==> config.mk <==
export PLATFORM = sky130hd
export DESIGN_NAME = tes_queue
export DESIGN_NICKNAME = d
export VERILOG_FILES = /design/src/hdl/tes_pkg.sv /design/src/hdl/tes_queue.sv
export SDC_FILE = /design/constraint.sdc
export NUM_CORES = 1
export LEC_CHECK = 0
export BUFFER_PORTS_ARGS = -buffer_cell sky130_fd_sc_hd__buf_2
export CORE_ASPECT_RATIO = 0.9
export CORE_MARGIN = 2
export CORE_UTILIZATION = 49
export CTS_BUF_LIST = sky130_fd_sc_hd__clkbuf_16
export DETAILED_ROUTE_END_ITERATION = 10
export PLACE_DENSITY = 0.72
export SLEW_MARGIN = 20
export SYNTH_ARGS = -nofsm -noshare
export SYNTH_HDL_FRONTEND = slang
export SYNTH_SLANG_ARGS = --single-unit
==> constraint.sdc <==
create_clock -name clk_i -period 1.8 [get_ports clk_i]
set_input_delay 0.18 -clock clk_i [delete_from_list [all_inputs] [get_ports clk_i]]
set_output_delay 0.18 -clock clk_i [all_outputs]
set_load 0.02 [all_outputs]
==> src/hdl/tes_pkg.sv <==
`default_nettype none
package tes_pkg;

  localparam int CoordWidth = 12;
  localparam int TagWidth   = 16;
  localparam int EdgeWidth  = 28;
  localparam int AreaWidth  = 62;
  localparam int QueueDepth = 2;

  // register indexes on the configuration port
  localparam logic CfgEdgeLimit = 1'b0;
  localparam logic CfgAreaLimit = 1'b1;

  // split case with every edge cut
  localparam logic [2:0] SubCaseAll = 3'd7;

  // rows 0..7 primary, 8..15 alternate diagonal; entry 0 is the piece count,
  // then three point indexes per piece (0..2 corners, 3..5 midpoints ab, bc, ca)
  localparam logic [2:0] SplitTbl [16][13] = '{
    '{3'd1, 3'd0,3'd1,3'd2, 3'd0,3'd0,3'd0, 3'd0,3'd0,3'd0, 3'd0,3'd0,3'd0},
    '{3'd2, 3'd0,3'd3,3'd2, 3'd3,3'd1,3'd2, 3'd0,3'd0,3'd0, 3'd0,3'd0,3'd0},
    '{3'd2, 3'd0,3'd1,3'd4, 3'd4,3'd2,3'd0, 3'd0,3'd0,3'd0, 3'd0,3'd0,3'd0},
    '{3'd3, 3'd3,3'd1,3'd4, 3'd3,3'd4,3'd2, 3'd2,3'd0,3'd3, 3'd0,3'd0,3'd0},
    '{3'd2, 3'd0,3'd1,3'd5, 3'd5,3'd1,3'd2, 3'd0,3'd0,3'd0, 3'd0,3'd0,3'd0},
    '{3'd3, 3'd0,3'd3,3'd5, 3'd5,3'd3,3'd1, 3'd1,3'd2,3'd5, 3'd0,3'd0,3'd0},
    '{3'd3, 3'd5,3'd4,3'd2, 3'd0,3'd1,3'd4, 3'd4,3'd5,3'd0, 3'd0,3'd0,3'd0},
    '{3'd4, 3'd0,3'd3,3'd5, 3'd3,3'd1,3'd4, 3'd5,3'd3,3'd4, 3'd5,3'd4,3'd2},
    '{3'd1, 3'd0,3'd1,3'd2, 3'd0,3'd0,3'd0, 3'd0,3'd0,3'd0, 3'd0,3'd0,3'd0},
    '{3'd2, 3'd0,3'd3,3'd2, 3'd3,3'd1,3'd2, 3'd0,3'd0,3'd0, 3'd0,3'd0,3'd0},
    '{3'd2, 3'd0,3'd1,3'd4, 3'd4,3'd2,3'd0, 3'd0,3'd0,3'd0, 3'd0,3'd0,3'd0},
    '{3'd3, 3'd3,3'd1,3'd4, 3'd0,3'd3,3'd4, 3'd4,3'd2,3'd0, 3'd0,3'd0,3'd0},
    '{3'd2, 3'd0,3'd1,3'd5, 3'd5,3'd1,3'd2, 3'd0,3'd0,3'd0, 3'd0,3'd0,3'd0},
    '{3'd3, 3'd0,3'd3,3'd5, 3'd3,3'd1,3'd2, 3'd2,3'd5,3'd3, 3'd0,3'd0,3'd0},
    '{3'd3, 3'd4,3'd2,3'd5, 3'd5,3'd0,3'd1, 3'd1,3'd4,3'd5, 3'd0,3'd0,3'd0},
    '{3'd4, 3'd0,3'd3,3'd5, 3'd3,3'd1,3'd4, 3'd5,3'd3,3'd4, 3'd5,3'd4,3'd2}
  };

  // queue occupancy seen by both sides
  typedef struct packed {
    logic full;
    logic empty;
  } tes_qstat_t;

endpackage
`default_nettype wire

==> src/hdl/tes_queue.sv <==
`default_nettype none
module tes_queue #(
  parameter int EW    = 8,
  parameter int DEPTH = tes_pkg::QueueDepth
) (
  input  wire logic               clk_i,
  input  wire logic               rst_ni,
  input  wire logic               push_i,
  input  wire logic [EW-1:0]      data_i,
  input  wire logic               pop_i,
  output logic      [EW-1:0]      data_o,
  output tes_pkg::tes_qstat_t     stat_o
);
  import tes_pkg::*;

  localparam int AW = (DEPTH > 1) ? $clog2(DEPTH) : 1;

  logic [EW-1:0] mem_q [DEPTH];
  logic [AW-1:0] wr_q, rd_q;
  logic [AW:0]   cnt_q;

  assign data_o       = mem_q[rd_q];
  assign stat_o.full  = cnt_q == (AW+1)'(DEPTH);
  assign stat_o.empty = cnt_q == '0;

  // pointers and fill level
  always_ff @(posedge clk_i or negedge rst_ni) begin
    if (!rst_ni) begin
      wr_q  <= '0;
      rd_q  <= '0;
      cnt_q <= '0;
    end else begin
      if (push_i) begin
        wr_q <= (wr_q == AW'(DEPTH - 1)) ? '0 : wr_q + 1'b1;
      end
      if (pop_i) begin
        rd_q <= (rd_q == AW'(DEPTH - 1)) ? '0 : rd_q + 1'b1;
      end
      cnt_q <= cnt_q + (AW+1)'(push_i) - (AW+1)'(pop_i);
    end
  end

  always_ff @(posedge clk_i) begin
    if (push_i) begin
      mem_q[wr_q] <= data_i;
    end
  end

endmodule
`default_nettype wire

==> summary.txt <==
Run status
  • Status: finished, final reports clean

Floorplanning
  • Row count: 13
  • Die Y: ~43 um
  • Die width: approximately 47 um
  • Core area: 1496 um2
  • Top Ports: 22
  • Initial Util: 0.5401
  • DIE AREA: between 1500 and 2000 um2

Layout
  • Fillers: ~110
  • Layout cells sized above 1: 0.5000
  • Ant. Diodes: 0
  • Area Growth Syn to Fin: 26.93%
  • Final core occ: 0.6856
  • Nets@finish: between 80 and 90
  • Storage element area: between 500 and 600 um2
  • Area of the multi-input gates: approximately 210 um2

Placed design
  • IO Port Bufs: 21
  • Final Wtd Congestion: around 0.65
  • Worst slack at placement: roughly 0.43 ns
  • Final HPWL DP: about 760 um

Timing
  • # setup viols final: 0
  • Final setup margin: between 0.2 and 0.25 ns
  • Worst Tran Pin Value: ~0.50 ns
  • Fmax: roughly 630 MHz
  • Setup TNS: 0 ns
  • Final Skew: roughly 0.0035 ns
  • Period Utilization, post-route: 0.8784
  • Fin. Hold Viols: 0
  • Rel. slew slack: 0.6634
  • Tmin final: ~1.6 ns
  • RSZ-0062 raised after global routing: false
  • Max-slew violations: 0
  • Final hold slack: around 0.12 ns

Clock tree
  • CTS clk-pin slew, worst paths: 0.05 ns
  • Clock sinks: 20
  • Latest clock arrival within the worst-skew pair: 0.24 ns
  • Htree depth: 1
  • Setup Fix Bufs, Post-CTS: 0
  • Clock Root Buffer: clkbuf_16
  • Total CTS buffers: 3
  • CTS Buffer Depth: 2
  • CTS tree: done
  • Post-cts resize count: 0
  • Number of hold buffers added after CTS: 1

Logic synthesis
  • Ys flop type: edfxtp_1
  • Syn_area_per_cell: a little over 20 um2
  • Seq/Total Area, Yosys: 0.7183
  • Synthesis Warnings: 0
  • Synth Area in Simple Gates: 0.02786
  • Post-Synth Adder-Cell Area: 0.03096
  • Main area contributors after synthesis: edfxtp_1, mux2_4, dfrtp_1
  • Area of the mapped netlist: 808.3 um2
  • Mapped Cells: 40
  • Number of synthesized flops with an enable pin: 16
  • Mux cell area share after synthesis: 0.1486
  • Ys async rst share: 0.2000
  • Yosys reg bits: 20
  • Main combinational cell family by area after synthesis: multiplexers
  • Synth Net Count: 54
  • Top cell type's share of synthesized area: 0.5944
  • Post-Synth XOR/XNOR Area: 0.05108
  • Yosys top cell by area: edfxtp_1
  • Yosys cell types: 11
  • Most frequent cell after synthesis: edfxtp_1
  • Synth cell count leaders: edfxtp_1, mux2_4, dfrtp_1
  • Synth Area in Compound Gates: 0

Detailed routing
  • DRC viols: 0
  • Routed Antenna Nets: 0
  • DRT Pass-1 Iters: 2
  • Routed wire length per instance: roughly 12 um
  • Initial drt markers: 7
  • Drt total wl: around 1.0 mm
  • Via count: ~400
  • Routed vias/inst: between 4 and 5

Worst setup path
  • Worst Path Max Fanout: 9
  • Setup CP Type: reg -> out
  • Worst stage delay on the critical path: between 0.6 and 0.7 ns
  • Setup crit end kind: output port
  • CP delay by family, top: flip-flops
  • Buf/Inv on CP: 1
  • Crit path launch type: register
  • Crit-path cells: mux2_4, buf_2
  • WP data arrival: 1.40 ns
  • Crit-path slowest cell: dfrtp_1
  • Worst Path Required: approximately 1.6 ns

GRT
  • Total grt overflow: 0
  • First-pass GRT wire length: around 1.5 mm
  • Pin count of the biggest net entering global routing: 12
  • All-Layer GR Usage: 0.1145
  • Vias in the first global route: 381
  • Initial antenna violation count: 0

Power
  • Cell Pwr Density: between 1500 and 2000 nW/um2
  • Max VDD drop: between 1000 and 1500 uV
  • LEAKAGE: roughly 0.46 nW

Run
  • # Max-Cap Violations: 0

Hold path
  • Worst min-delay path class: in -> reg
## final cells by class
cell class / instances / share of cell area
inverters: 2 / 0.007317
clock buffers: 3 / 0.07317
multi-input cells: 17 / 0.2037
clock inverters: 1 / 0.003659
well taps: 22 / 0.02683
flip-flops and latches: 20 / 0.5659
repair buffers: 23 / 0.1195
## per-layer routing
layer	wire length [um]	track usage	vias up
li1	-	-	199
met1	446	0.1272	183
met2	525	0.1836	10
met3	34	0.03879	2
met4	8	0.06667	0
met5	0	0	-
## worst register-to-register path, stage by stage, from the launching register on
cell and delay, ns:
dfrtp_1 0.36, inv_1 0.05, ha_1 0.26, inv_1 0.05, ha_1 0.13, xor3_1 0.38
## report_power, final
group / total (mW) / internal (mW) / switching, mW
clock network: 0.433 / 0.295 / 0.139
logic: 0.538 / 0.286 / 0.252
registers: 0.726 / 0.631 / 0.0951
## flip-flops by register name (all words and copies together) (netlist names)
name / flops
mem_q: 16
rd_q: 1
wr_q: 1
cnt_q: 2
## layout by cell type (no fill, tap or decap), drive strengths merged
| cell | instances |
|---|---|
| nor2b | 2 |
| xor3 | 1 |
| ha | 2 |
| buf | 22 |
| and2 | 1 |
| xor2 | 2 |
| dlygate4sd3 | 1 |
| inv | 3 |
| clkbuf | 3 |
| dfrtp | 4 |
| mux2 | 8 |
| nor2 | 1 |
| edfxtp | 16 |
## path summary, 6_finish.rpt
path / startpoint / to / slack [ns] / cells after the start
min: data_i[3] / mem_q[0][3] / 0.12 / 1
max: rd_q / data_o[7] / 0.22 / 2
max reg2reg: cnt_q[0] / cnt_q[1] / 0.44 / 5
min in group asynchronous: rst_ni / wr_q / 0.28 / 2
max in group asynchronous: rst_ni / rd_q / 1.40 / 2
min reg2reg: wr_q / wr_q / 0.48 / 1
## through the flow
stage | power, mW | std cells | instance area [um2]
CTS | 1.719 | 88 | 1026
floorplan | 1.149 | 40 | 808.3
global route | 1.784 | 88 | 1026
global placement | 1.274 | 83 | 937.1
finish | 1.698 | 88 | 1026
detailed placement | 1.282 | 83 | 937.1
## logic make-up (layout without fill, tap and decap cells)
group,Yosys count,in the layout
AND/OR/NAND/NOR,4,4
multiplexers,8,8
flip-flops,20,20
buffers and inverters,3,29
XOR/XNOR,3,3
adder cells (fa/ha/maj),2,2
(Power assumes the default switching activity.)
